File: config.mk
export PLATFORM = sky130hd
export DESIGN_NAME = vertex_attribute_layout_packer
export DESIGN_NICKNAME = d
export VERILOG_FILES = /design/src/hdl/vap_pkg.sv /design/src/hdl/vap_rem_serial.sv /design/src/hdl/vertex_attribute_layout_packer.sv
export SDC_FILE = /design/constraint.sdc
export NUM_CORES = 1
export LEC_CHECK = 0
export ABC_AREA = 1
export BUFFER_PORTS_ARGS = -buffer_cell sky130_fd_sc_hd__buf_2
export CAP_MARGIN = 15
export CORE_MARGIN = 3
export CORE_UTILIZATION = 65
export CTS_BUF_LIST = sky130_fd_sc_hd__clkbuf_8
export DETAILED_ROUTE_END_ITERATION = 10
export GPL_ROUTABILITY_DRIVEN = 0
export PLACE_DENSITY = 0.85
export SLEW_MARGIN = 40
export SYNTH_ARGS = -nofsm -noshare
export SYNTH_HDL_FRONTEND = slang
export SYNTH_SLANG_ARGS = --single-unit
File: constraint.sdc
create_clock -name clk -period 10.2 [get_ports clk]
set_input_delay 1.02 -clock clk [delete_from_list [all_inputs] [get_ports clk]]
set_output_delay 1.02 -clock clk [all_outputs]
set_load 0.01 [all_outputs]
File: src/hdl/vap_pkg.sv
// Package for the vertex attribute layout packer.
// Field widths, the component size table, size/alignment rules and the
// request/response types of the serial remainder unit. No dependencies.
package vap_pkg;

    localparam int OFS_W         = 12;
    localparam int ALIGN_W       = 7;
    localparam int BYTES_W       = 7;
    localparam int TYPE_W        = 3;
    localparam int LEN_W         = 5;
    localparam int INDEX_W       = 4;
    localparam int MAX_ATTRS_DEF = 16;

    localparam logic [TYPE_W-1:0] TYPE_PACKED10 = 3'd7;

    typedef struct packed {
        logic               start;
        logic [OFS_W-1:0]   dividend;
        logic [ALIGN_W-1:0] divisor;
    } rem_req_t;

    typedef struct packed {
        logic               done;
        logic [ALIGN_W-1:0] rem;
    } rem_rsp_t;

    // component size in bytes: 1,1,2,2,4,4,4,4
    function automatic logic [2:0] unit_bytes(input logic [TYPE_W-1:0] ctype);
        logic [2:0] c;
        case (ctype)
            3'd0, 3'd1: c = 3'd1;
            3'd2, 3'd3: c = 3'd2;
            default:    c = 3'd4;
        endcase
        return c;
    endfunction

    function automatic logic [BYTES_W-1:0] calc_bytes(input logic [TYPE_W-1:0] ctype,
                                                     input logic [LEN_W-1:0]  clen);
        logic [7:0] prod;
        prod = {3'b000, clen} * {5'b00000, unit_bytes(ctype)};
        if (ctype == TYPE_PACKED10)
            return BYTES_W'(4);
        return prod[BYTES_W-1:0];
    endfunction

    function automatic logic [ALIGN_W-1:0] calc_align(input logic [TYPE_W-1:0]  ctype,
                                                     input logic [LEN_W-1:0]   clen,
                                                     input logic [ALIGN_W-1:0] min_stride);
        logic [2:0]         c;
        logic [ALIGN_W-1:0] cw;
        c  = unit_bytes(ctype);
        cw = ALIGN_W'(c);
        if (ctype == TYPE_PACKED10)
            return ALIGN_W'(4);
        if (clen == LEN_W'(3) && c <= 3'd2)
            return ALIGN_W'({c, 2'b00});
        return (min_stride > cw) ? min_stride : cw;
    endfunction

endpackage

File: src/hdl/vap_rem_serial.sv
// Bit-serial restoring remainder: offset mod alignment, one dividend bit per cycle.
// Depends on vap_pkg (widths, rem_req_t, rem_rsp_t).
module vap_rem_serial
(
    input  logic              clk,
    input  logic              rst_n,
    input  vap_pkg::rem_req_t req,
    output vap_pkg::rem_rsp_t rsp
);

    localparam int STEP_W = $clog2(vap_pkg::OFS_W);
    localparam logic [STEP_W-1:0] LAST_STEP = STEP_W'(vap_pkg::OFS_W - 1);

    logic                        busy_reg, busy_next;
    logic [STEP_W-1:0]           cnt_reg, cnt_next;
    logic [vap_pkg::OFS_W-1:0]   shift_reg, shift_next;
    logic [vap_pkg::ALIGN_W-1:0] rem_reg, rem_next;
    logic [vap_pkg::ALIGN_W-1:0] div_reg, div_next;

    logic [vap_pkg::ALIGN_W:0]   trial;
    logic [vap_pkg::ALIGN_W:0]   trial_sub;
    logic                        ge;
    logic [vap_pkg::ALIGN_W-1:0] rem_step;

    // trial = 2*rem + next bit, stays below twice the divisor
    assign trial     = {rem_reg, shift_reg[vap_pkg::OFS_W-1]};
    assign trial_sub = trial - {1'b0, div_reg};
    assign ge        = (trial >= {1'b0, div_reg});
    assign rem_step  = ge ? trial_sub[vap_pkg::ALIGN_W-1:0] : trial[vap_pkg::ALIGN_W-1:0];

    assign rsp.done = busy_reg && (cnt_reg == LAST_STEP);
    assign rsp.rem  = rem_step;

    always_comb
    begin
        busy_next  = busy_reg;
        cnt_next   = cnt_reg;
        shift_next = shift_reg;
        rem_next   = rem_reg;
        div_next   = div_reg;
        if (req.start)
        begin
            busy_next  = 1'b1;
            cnt_next   = '0;
            shift_next = req.dividend;
            rem_next   = '0;
            div_next   = req.divisor;
        end
        else if (busy_reg)
        begin
            shift_next = {shift_reg[vap_pkg::OFS_W-2:0], 1'b0};
            rem_next   = rem_step;
            cnt_next   = cnt_reg + STEP_W'(1);
            if (cnt_reg == LAST_STEP)
                busy_next = 1'b0;
        end
    end

    always_ff @(posedge clk or negedge rst_n)
    begin
        if (!rst_n)
        begin
            busy_reg <= 1'b0;
            cnt_reg  <= '0;
        end
        else
        begin
            busy_reg <= busy_next;
            cnt_reg  <= cnt_next;
        end
    end

    always_ff @(posedge clk)
    begin
        shift_reg <= shift_next;
        rem_reg   <= rem_next;
        div_reg   <= div_next;
    end

    a_rem_below_div: assert property (@(posedge clk) disable iff (!rst_n)
        rsp.done |-> (rsp.rem < div_reg))
        else $error("remainder not below divisor");

    a_start_busy: assert property (@(posedge clk) disable iff (!rst_n)
        req.start |=> busy_reg && (cnt_reg == '0))
        else $error("start did not launch a pass");

    a_busy_holds: assert property (@(posedge clk) disable iff (!rst_n)
        (busy_reg && !rsp.done && !req.start) |=> busy_reg && (cnt_reg == $past(cnt_reg) + 1'b1))
        else $error("pass ended early");

endmodule

File: src/hdl/vertex_attribute_layout_packer.sv
// Top level of the vertex attribute layout packer: control FSM, format state,
// output register. Depends on vap_pkg and vap_rem_serial.
//
//  channel  | handshake              | payload
//  ---------+------------------------+--------------------------------------------
//  in       | in_valid / in_ready    | elem_type, elem_count, last_attr
//  out      | out_valid / out_ready  | attr_index, attr_offset, attr_bytes,
//           |                        | vertex_stride, overflow
//  cfg      | cfg_we (no wait)       | cfg_wdata -> min_stride
//
// Sequence: an attribute that opens a format or overflows needs no offset pass;
//   any other takes one 12-step pass of the serial remainder unit. A last
//   attribute adds a 12-step pass for the stride, also when it opens the
//   format or overflows.
// One attribute in flight at a time; in_ready rises again once the result is in
//   the output register, so the next transfer can come while it waits.
// Output stalls hold the FSM in its final state; nothing is dropped.
// Reset: empty format, min_stride 1, no result pending. No clearing pass.
module vertex_attribute_layout_packer
#(
    parameter int MAX_ATTRS = vap_pkg::MAX_ATTRS_DEF
)
(
    input  logic                        clk,
    input  logic                        rst_n,
    input  logic                        cfg_we,
    input  logic [vap_pkg::ALIGN_W-1:0] cfg_wdata,
    input  logic                        in_valid,
    output logic                        in_ready,
    input  logic [vap_pkg::TYPE_W-1:0]  elem_type,
    input  logic [vap_pkg::LEN_W-1:0]   elem_count,
    input  logic                        last_attr,
    output logic                        out_valid,
    input  logic                        out_ready,
    output logic [vap_pkg::INDEX_W-1:0] attr_index,
    output logic [vap_pkg::OFS_W-1:0]   attr_offset,
    output logic [vap_pkg::BYTES_W-1:0] attr_bytes,
    output logic [vap_pkg::OFS_W-1:0]   vertex_stride,
    output logic                        overflow
);

    localparam int CNT_W = $clog2(MAX_ATTRS + 1);
    localparam logic [CNT_W-1:0] CNT_FULL = CNT_W'(MAX_ATTRS);

    typedef enum logic [3:0] {
        ST_IDLE = 4'b0001,  // waiting for an attribute
        ST_OFS  = 4'b0010,  // remainder pass for attribute offset
        ST_STR  = 4'b0100,  // remainder pass for vertex stride
        ST_DONE = 4'b1000   // result ready for the output register
    } state_t;

    state_t                      state_reg, state_next;
    logic [vap_pkg::ALIGN_W-1:0] min_stride_reg, min_stride_next;
    logic [vap_pkg::OFS_W-1:0]   run_reg, run_next;
    logic [vap_pkg::ALIGN_W-1:0] first_align_reg, first_align_next;
    logic [CNT_W-1:0]            count_reg, count_next;

    // current attribute
    logic [vap_pkg::ALIGN_W-1:0] align_reg, align_next;
    logic [vap_pkg::BYTES_W-1:0] bytes_reg, bytes_next;
    logic [vap_pkg::INDEX_W-1:0] index_reg, index_next;
    logic                        last_reg, last_next;
    logic                        ovf_reg, ovf_next;
    logic [vap_pkg::OFS_W-1:0]   off_reg, off_next;
    logic [vap_pkg::OFS_W-1:0]   stride_reg, stride_next;

    // output register
    logic                        out_valid_reg, out_valid_next;
    logic [vap_pkg::INDEX_W-1:0] o_index_reg, o_index_next;
    logic [vap_pkg::OFS_W-1:0]   o_off_reg, o_off_next;
    logic [vap_pkg::BYTES_W-1:0] o_bytes_reg, o_bytes_next;
    logic [vap_pkg::OFS_W-1:0]   o_stride_reg, o_stride_next;
    logic                        o_ovf_reg, o_ovf_next;

    vap_pkg::rem_req_t rem_req;
    vap_pkg::rem_rsp_t rem_rsp;

    logic [vap_pkg::ALIGN_W-1:0] in_align;
    logic [vap_pkg::BYTES_W-1:0] in_bytes;
    logic                        in_full;
    logic [vap_pkg::ALIGN_W-1:0] pad_div;
    logic [vap_pkg::ALIGN_W-1:0] pad_gap;
    logic [vap_pkg::OFS_W-1:0]   padded;
    logic [vap_pkg::OFS_W-1:0]   placed_end;
    logic                        out_load;

    vap_rem_serial u_rem
    (
        .clk   (clk),
        .rst_n (rst_n),
        .req   (rem_req),
        .rsp   (rem_rsp)
    );

    assign in_align = vap_pkg::calc_align(elem_type, elem_count, min_stride_reg);
    assign in_bytes = vap_pkg::calc_bytes(elem_type, elem_count);
    assign in_full  = (count_reg >= CNT_FULL);

    // round run_reg up to the divisor of the pass in progress (mod 4096)
    assign pad_div    = (state_reg == ST_OFS) ? align_reg : first_align_reg;
    assign pad_gap    = pad_div - rem_rsp.rem;
    assign padded     = (rem_rsp.rem == '0) ? run_reg
                                            : run_reg + vap_pkg::OFS_W'(pad_gap);
    assign placed_end = padded + vap_pkg::OFS_W'(bytes_reg);

    assign in_ready = (state_reg == ST_IDLE);
    assign out_load = (state_reg == ST_DONE) && (!out_valid_reg || out_ready);

    always_comb
    begin
        state_next       = state_reg;
        min_stride_next  = cfg_we ? cfg_wdata : min_stride_reg;
        run_next         = run_reg;
        first_align_next = first_align_reg;
        count_next       = count_reg;
        align_next       = align_reg;
        bytes_next       = bytes_reg;
        index_next       = index_reg;
        last_next        = last_reg;
        ovf_next         = ovf_reg;
        off_next         = off_reg;
        stride_next      = stride_reg;
        rem_req          = '0;

        case (state_reg)
            ST_IDLE:
            begin
                if (in_valid)
                begin
                    last_next   = last_attr;
                    align_next  = in_align;
                    stride_next = '0;
                    off_next    = '0;
                    if (in_full)
                    begin
                        // table full: attribute dropped, format may still close
                        ovf_next   = 1'b1;
                        bytes_next = '0;
                        index_next = '0;
                    end
                    else
                    begin
                        ovf_next   = 1'b0;
                        bytes_next = in_bytes;
                        index_next = vap_pkg::INDEX_W'(count_reg);
                        count_next = count_reg + CNT_W'(1);
                    end

                    if (!in_full && count_reg != '0)
                    begin
                        rem_req.start    = 1'b1;
                        rem_req.dividend = run_reg;
                        rem_req.divisor  = in_align;
                        state_next       = ST_OFS;
                    end
                    else
                    begin
                        if (!in_full)
                        begin
                            // first attribute sits at zero, sets stride alignment
                            first_align_next = in_align;
                            run_next         = vap_pkg::OFS_W'(in_bytes);
                        end
                        if (last_attr)
                        begin
                            rem_req.start    = 1'b1;
                            rem_req.dividend = run_next;
                            rem_req.divisor  = first_align_next;
                            state_next       = ST_STR;
                        end
                        else
                            state_next = ST_DONE;
                    end
                end
            end

            ST_OFS:
            begin
                if (rem_rsp.done)
                begin
                    off_next = padded;
                    run_next = placed_end;
                    if (last_reg)
                    begin
                        rem_req.start    = 1'b1;
                        rem_req.dividend = placed_end;
                        rem_req.divisor  = first_align_reg;
                        state_next       = ST_STR;
                    end
                    else
                        state_next = ST_DONE;
                end
            end

            ST_STR:
            begin
                if (rem_rsp.done)
                begin
                    stride_next      = padded;
                    run_next         = '0;
                    first_align_next = vap_pkg::ALIGN_W'(1);
                    count_next       = '0;
                    state_next       = ST_DONE;
                end
            end

            ST_DONE:
            begin
                if (out_load)
                    state_next = ST_IDLE;
            end

            default:
                state_next = ST_IDLE;
        endcase
    end

    always_comb
    begin
        out_valid_next = out_valid_reg;
        o_index_next   = o_index_reg;
        o_off_next     = o_off_reg;
        o_bytes_next   = o_bytes_reg;
        o_stride_next  = o_stride_reg;
        o_ovf_next     = o_ovf_reg;
        if (out_load)
        begin
            out_valid_next = 1'b1;
            o_index_next   = index_reg;
            o_off_next     = off_reg;
            o_bytes_next   = bytes_reg;
            o_stride_next  = stride_reg;
            o_ovf_next     = ovf_reg;
        end
        else if (out_ready)
            out_valid_next = 1'b0;
    end

    always_ff @(posedge clk or negedge rst_n)
    begin
        if (!rst_n)
        begin
            state_reg       <= ST_IDLE;
            min_stride_reg  <= vap_pkg::ALIGN_W'(1);
            run_reg         <= '0;
            first_align_reg <= vap_pkg::ALIGN_W'(1);
            count_reg       <= '0;
            out_valid_reg   <= 1'b0;
        end
        else
        begin
            state_reg       <= state_next;
            min_stride_reg  <= min_stride_next;
            run_reg         <= run_next;
            first_align_reg <= first_align_next;
            count_reg       <= count_next;
            out_valid_reg   <= out_valid_next;
        end
    end

    always_ff @(posedge clk)
    begin
        align_reg    <= align_next;
        bytes_reg    <= bytes_next;
        index_reg    <= index_next;
        last_reg     <= last_next;
        ovf_reg      <= ovf_next;
        off_reg      <= off_next;
        stride_reg   <= stride_next;
        o_index_reg  <= o_index_next;
        o_off_reg    <= o_off_next;
        o_bytes_reg  <= o_bytes_next;
        o_stride_reg <= o_stride_next;
        o_ovf_reg    <= o_ovf_next;
    end

    assign out_valid     = out_valid_reg;
    assign attr_index    = o_index_reg;
    assign attr_offset   = o_off_reg;
    assign attr_bytes    = o_bytes_reg;
    assign vertex_stride = o_stride_reg;
    assign overflow      = o_ovf_reg;

    a_count_bound: assert property (@(posedge clk) disable iff (!rst_n)
        count_reg <= CNT_FULL)
        else $error("attribute count past capacity");

    a_ovf_zero: assert property (@(posedge clk) disable iff (!rst_n)
        (out_valid_reg && o_ovf_reg) |->
            (o_index_reg == '0) && (o_off_reg == '0) && (o_bytes_reg == '0))
        else $error("overflow result carries data");

    a_done_in_pass: assert property (@(posedge clk) disable iff (!rst_n)
        rem_rsp.done |-> (state_reg == ST_OFS) || (state_reg == ST_STR))
        else $error("remainder result outside a pass");

    a_align_nonzero: assert property (@(posedge clk) disable iff (!rst_n)
        first_align_reg != '0)
        else $error("zero stride alignment");

endmodule
Word level (Yosys, flattened, before mapping)
Index checks and enable logic that the tools add are counted. W data, S select, Z words.

Register bits: 147. Bits in latches: 0. Bits in writable memories: 0. ROM bits: 0. Input bits: 21. Output and inout port bits: 38. Memories: 0.

Add/sub/neg operators: 6. $mul: 1. Divide/modulo/power cells: 0. Order comparisons: 4. Eq/ne operators: 16. Shift operators: 0. Mux-type cells: 56. Bitwise logic cells: 0. Reductions and logical operators: 24.

Operator list (count): $mux W12 (10); $mux W20 (5); $mux W7 (12); $pmux W12 S2 (2); $pmux W20 S2 (1); $mux W4 (9); $pmux W12 S3 (1); $add A12 B7 Y12 (2); $pmux W4 S4 (1); $mux W5 (3); $pmux W7 S2 (1); $sub A7 B7 Y7 (2); $ne A2 B2 Y1 const B (6); $reduce_and A4 Y1 (3); $pmux W5 S2 (1); $mux W1 (9); $eq A4 B4 Y1 const B (2); $ge A8 B7 Y1 (1); $reduce_bool A2 Y1 (4); $gt A7 B3 Y1 (1); $logic_not A7 Y1 (1); $mul A5 B3 Y7 (1); $eq A3 B2 Y1 const B (2); $pmux W3 S2 (1); 20 further kinds (26).

Longest topological paths before layout
Depth after elaboration: 15. Depth in mapped cells: 40.

By module
From an unflattened synthesis, not the netlist that was laid out.

Cells, all modules: 976. Area, all modules: 8408.1 um^2.

By module, submodules not included: vertex_attribute_layout_packer (times used 1, cells an instance 787, area an instance 6760.2 um^2, seq. area each 3306.9 um^2); vap_rem_serial (times used 1, cells an instance 189, area an instance 1647.8 um^2, seq. area each 835.8 um^2).

Least setup slack after synthesis
OpenSTA, ideal clock, no wires.

Path kind: reg2reg. From: register u_rem.div_reg[0] in the netlist's numbering. To: register u_rem.shift_reg[11] in the netlist's numbering (data pin). Setup time: 0.256 ns. Arrival time: 4.941 ns. Path slack: 5.003 ns. Stages on the path, launching flop included: 33. Path buffers: 0. Cells stage by stage: edfxtp_1 > ha_1 > fa_1 > inv_1 > nand2_1 > nand2_1 > nand3_1 > nand3_4 > nand2_1 > nand2_1 > inv_1 > ha_1 > fa_1 > o21ai_0 > xnor2_1 > inv_1 > ha_1 > a21o_1 > a31oi_1 > xnor2_1 > or2_2 > o21ai_0 > inv_1 > ha_1 > nand2_1 > o221ai_1 > a21oi_1 > inv_1 > nand3_2 > nor2_4 > nand3_1 > nand3_1 > a21oi_2.

RTL lines: start: declaration (RTL line vap_rem_serial.sv:18) `logic [vap_pkg::ALIGN_W-1:0] div_reg, div_next;`; start signal: assignment (RTL line vap_rem_serial.sv:77) `div_reg <= div_next;`; end signal: assignment (RTL line vap_rem_serial.sv:75) `shift_reg <= shift_next;`; end: declaration (RTL line vap_rem_serial.sv:16) `logic [vap_pkg::OFS_W-1:0] shift_reg, shift_next;`.

Worst setup path after layout
From: register state_reg[3]. To: register u_rem.shift_reg[11] in the netlist's numbering (data pin).

Longest elaborated chain between the ends: 10. Elaborated cells on any way between the ends: 11.

RTL lines: start: declaration (RTL line vertex_attribute_layout_packer.sv:52) `state_t state_reg, state_next;`; start signal: assignment (RTL line vertex_attribute_layout_packer.sv:252) `state_reg <= state_next;`; $eq A4 B2 Y1 (RTL line vertex_attribute_layout_packer.sv:100) `assign pad_div = (state_reg == ST_OFS) ? align_reg : first_align_reg;`; $mux W7 (RTL line vertex_attribute_layout_packer.sv:100); $sub A7 B7 Y7 (RTL line vertex_attribute_layout_packer.sv:101) `assign pad_gap = pad_div - rem_rsp.rem;`; $add A12 B7 Y12 (RTL line vertex_attribute_layout_packer.sv:103) `: run_reg + vap_pkg::OFS_W'(pad_gap);`; $mux W12 (RTL line vertex_attribute_layout_packer.sv:102) `assign padded = (rem_rsp.rem == '0) ? run_reg`; via padded (one bit) (RTL line vertex_attribute_layout_packer.sv:83) `logic [vap_pkg::OFS_W-1:0] padded;`; $add A12 B7 Y12 (RTL line vertex_attribute_layout_packer.sv:104) `assign placed_end = padded + vap_pkg::OFS_W'(bytes_reg);`; $mux W20 (RTL line vertex_attribute_layout_packer.sv:183) `if (last_reg)`; $mux W20 (RTL line vertex_attribute_layout_packer.sv:179) `if (rem_rsp.done)`; $pmux W20 S2 (RTL line vertex_attribute_layout_packer.sv:125) `case (state_reg)`; $mux W12 (RTL line vap_rem_serial.sv:41) `if (req.start)`; via u_rem.shift_next (one bit) (RTL line vap_rem_serial.sv:16).

The timed path passes the listed nets, and every way through them passes these cells. A chain may end at the register's enable or synchronous reset.

==> flow_summary.yaml <==
run_status:
  outcome: "finished clean"
drt:
  drc_errors: 0
  wire_per_inst_um: 16.9
  wl_um: 19500
  drtIter0Drc: 769
  drt-pass1-iter-count: 8
  vias: 6745
  vias_per_cell: 5.88
  final_antenna_net_count: 0
yosys:
  yosysTopAreaCell: "edfxtp_1"
  synthArstFlopShare: 0.279
  synth.area.top_cells: "edfxtp_1 36%, dfrtp_1 12%, nand2_1 8.0%"
  synth-seq-cells: 147
  synthFlopType: "edfxtp_1"
  synth_seq_area_share: 0.504
  synth_edf_count: 99
  synth_area_per_cell_um2: 9.10
  yosys-top-cells-count: "176 x nand2_1, 131 x inv_1, 99 x edfxtp_1"
  post-synth-top-count-cell: "nand2_1"
  synth_area_mm2: 0.00823
  synth_top_area_frac: 0.361
  syn_nets: 973
  ys_warn_count: 0
  synth_cell_types: 54
  syn_inst: 904
timing:
  slew_violations: 0
  finalSetupViolations: 0
  slew_headroom: 0.428
  finalSetupTns_ns: 0
  finalCritPeriodShare: 0.617
  hold_viol: 0
  skew_ns: 0.0165
  min_period_ns: 6.29
  fmax_ghz: 0.159
  rsz0062_at_grt: "false"
  worst_pin_slew_ns: 0.855
clocking:
  postCtsSetupBuffers: 0
  cts_tree: "built"
  hold_buffers: 0
  worstSkewPairLatency_ns: 0.46
  clock-sinks: 147
  htreeDepth: 4
  postCtsResizedCells: 0
  root_buffer: "clkbuf_8"
  clk_pin_slew_ns: 0.09
  cts_max_path_buffers: 2
  cts_buffers: 17
floorplanning:
  dieArea_mm2: 0.0140
  start_util: 0.674
  io_pins: 59
  die_h_um: 118
  die_w_um: 118
  num_rows: 40
  core_mm2: 0.0122
global_route:
  grt_pass1_vias: 6518
  grt_overflow: 0
  track_usage: 0.287
  grt_max_degree: 42
  grt_pass1_wl_um: 31900
  antenna_found_initial: 0
job:
  maxCapViolCount: 0
setup_path:
  rr_worst_depth: 30
  cp.arrival_ns: 6.51
  cpPeakStageDelay_ns: 0.73
  path_max_fanout: 26
  crit_path_frequent_cell: "inv_1"
  crit_type: "reg -> reg"
  crit_required_ns: 10.42
  cp_slowest_cell: "clkinv_1"
  cp-end-kind: "flip-flop"
  start_kind: "flip-flop"
  reg2reg_setup_slack_ns: 3.91
cells_and_area:
  drive_above_1_share: 0.148
  antenna-diode-count: 0
  areaGrowthSynthToFinish_pct: 10.6
  nets: 1037
  instances_no_fill: 1148
place:
  dp_hpwl_um: 13800
  port_buffers: 58
  place_inst: 1116
worst_hold_path:
  hold_class: "reg -> reg"
  hold_path_depth: 0
==> logic make-up after synthesis <==
family | count (synthesis) | share of synthesized area
compound gates | 162 | 0.117
mux | 2 | 0.00274
xor+xnor | 25 | 0.0266
simple gates | 360 | 0.196
fa+ha+maj | 48 | 0.0803
buf+inv | 160 | 0.0745
flops | 147 | 0.504
==> per-stage QoR <==
step | utilization | hold WS [ns] | setup slack [ns] | instance area [um2]
final | 0.745 | 0.424 | 3.91 | 9100
after global routing | 0.745 | 0.429 | 3.48 | 9100
after CTS | 0.744 | 0.425 | 4.10 | 9090
after detailed placement | 0.713 | 0.406 | 4.17 | 8700
after global placement | 0.711 | 0.401 | 4.40 | 8680
after floorplan | - | 0.400 | 5.00 | 8230
==> layer usage <==
metal | GRT usage | wire length (um)
met1 | 0.360 | 7470
met2 | 0.471 | 9400
met3 | 0.0598 | 1790
met4 | 0.154 | 792
met5 | 0 | 0
==> worst max-delay path: cells and delay by family, from the launching register on <==
kind	cells	cell delay, ns
flip-flops	1	0.42
adder cells (fa/ha/maj)	3	1.03
AND/OR/NAND/NOR	10	1.14
AO/OA/AOI/OAI	8	1.68
XOR/XNOR	2	0.32
buffers and inverters	7	1.47
==> final timing paths <==
kind                                       endpoint          from
worst max-delay path            u_rem.shift_reg[11]  state_reg[3]
worst min-delay path                attr_offset[10]   off_reg[10]
worst max register to register  u_rem.shift_reg[11]  state_reg[3]
worst min register to register      attr_offset[10]   off_reg[10]
max in group asynchronous              count_reg[4]         rst_n
min in group asynchronous              count_reg[2]         rst_n
==> layout by cell type (no fill, tap or decap), drive strengths merged, types with 9 or more instances in the layout <==
cell / instances
nand2: 185
inv: 144
edfxtp: 99
nor2: 91
o21ai: 71
buf: 64
nand3: 53
ha: 40
dfrtp: 38
a21oi: 35
o22ai: 18
clkbuf: 17
xor2: 14
xnor2: 11
or2: 9
==> area by class of cell <==
type,instances,area (um2)
timing repair buffer,64,345
inverter,141,529
sequential,147,4140
clock inverter,14,151
multi-input combinational,597,3480
clock buffer,17,234
fill,868,3120
tap,168,210
Power is left out: the tool's default activity adds up to more than one toggle a clock period on the data nets, which glitch-free logic cannot reach.
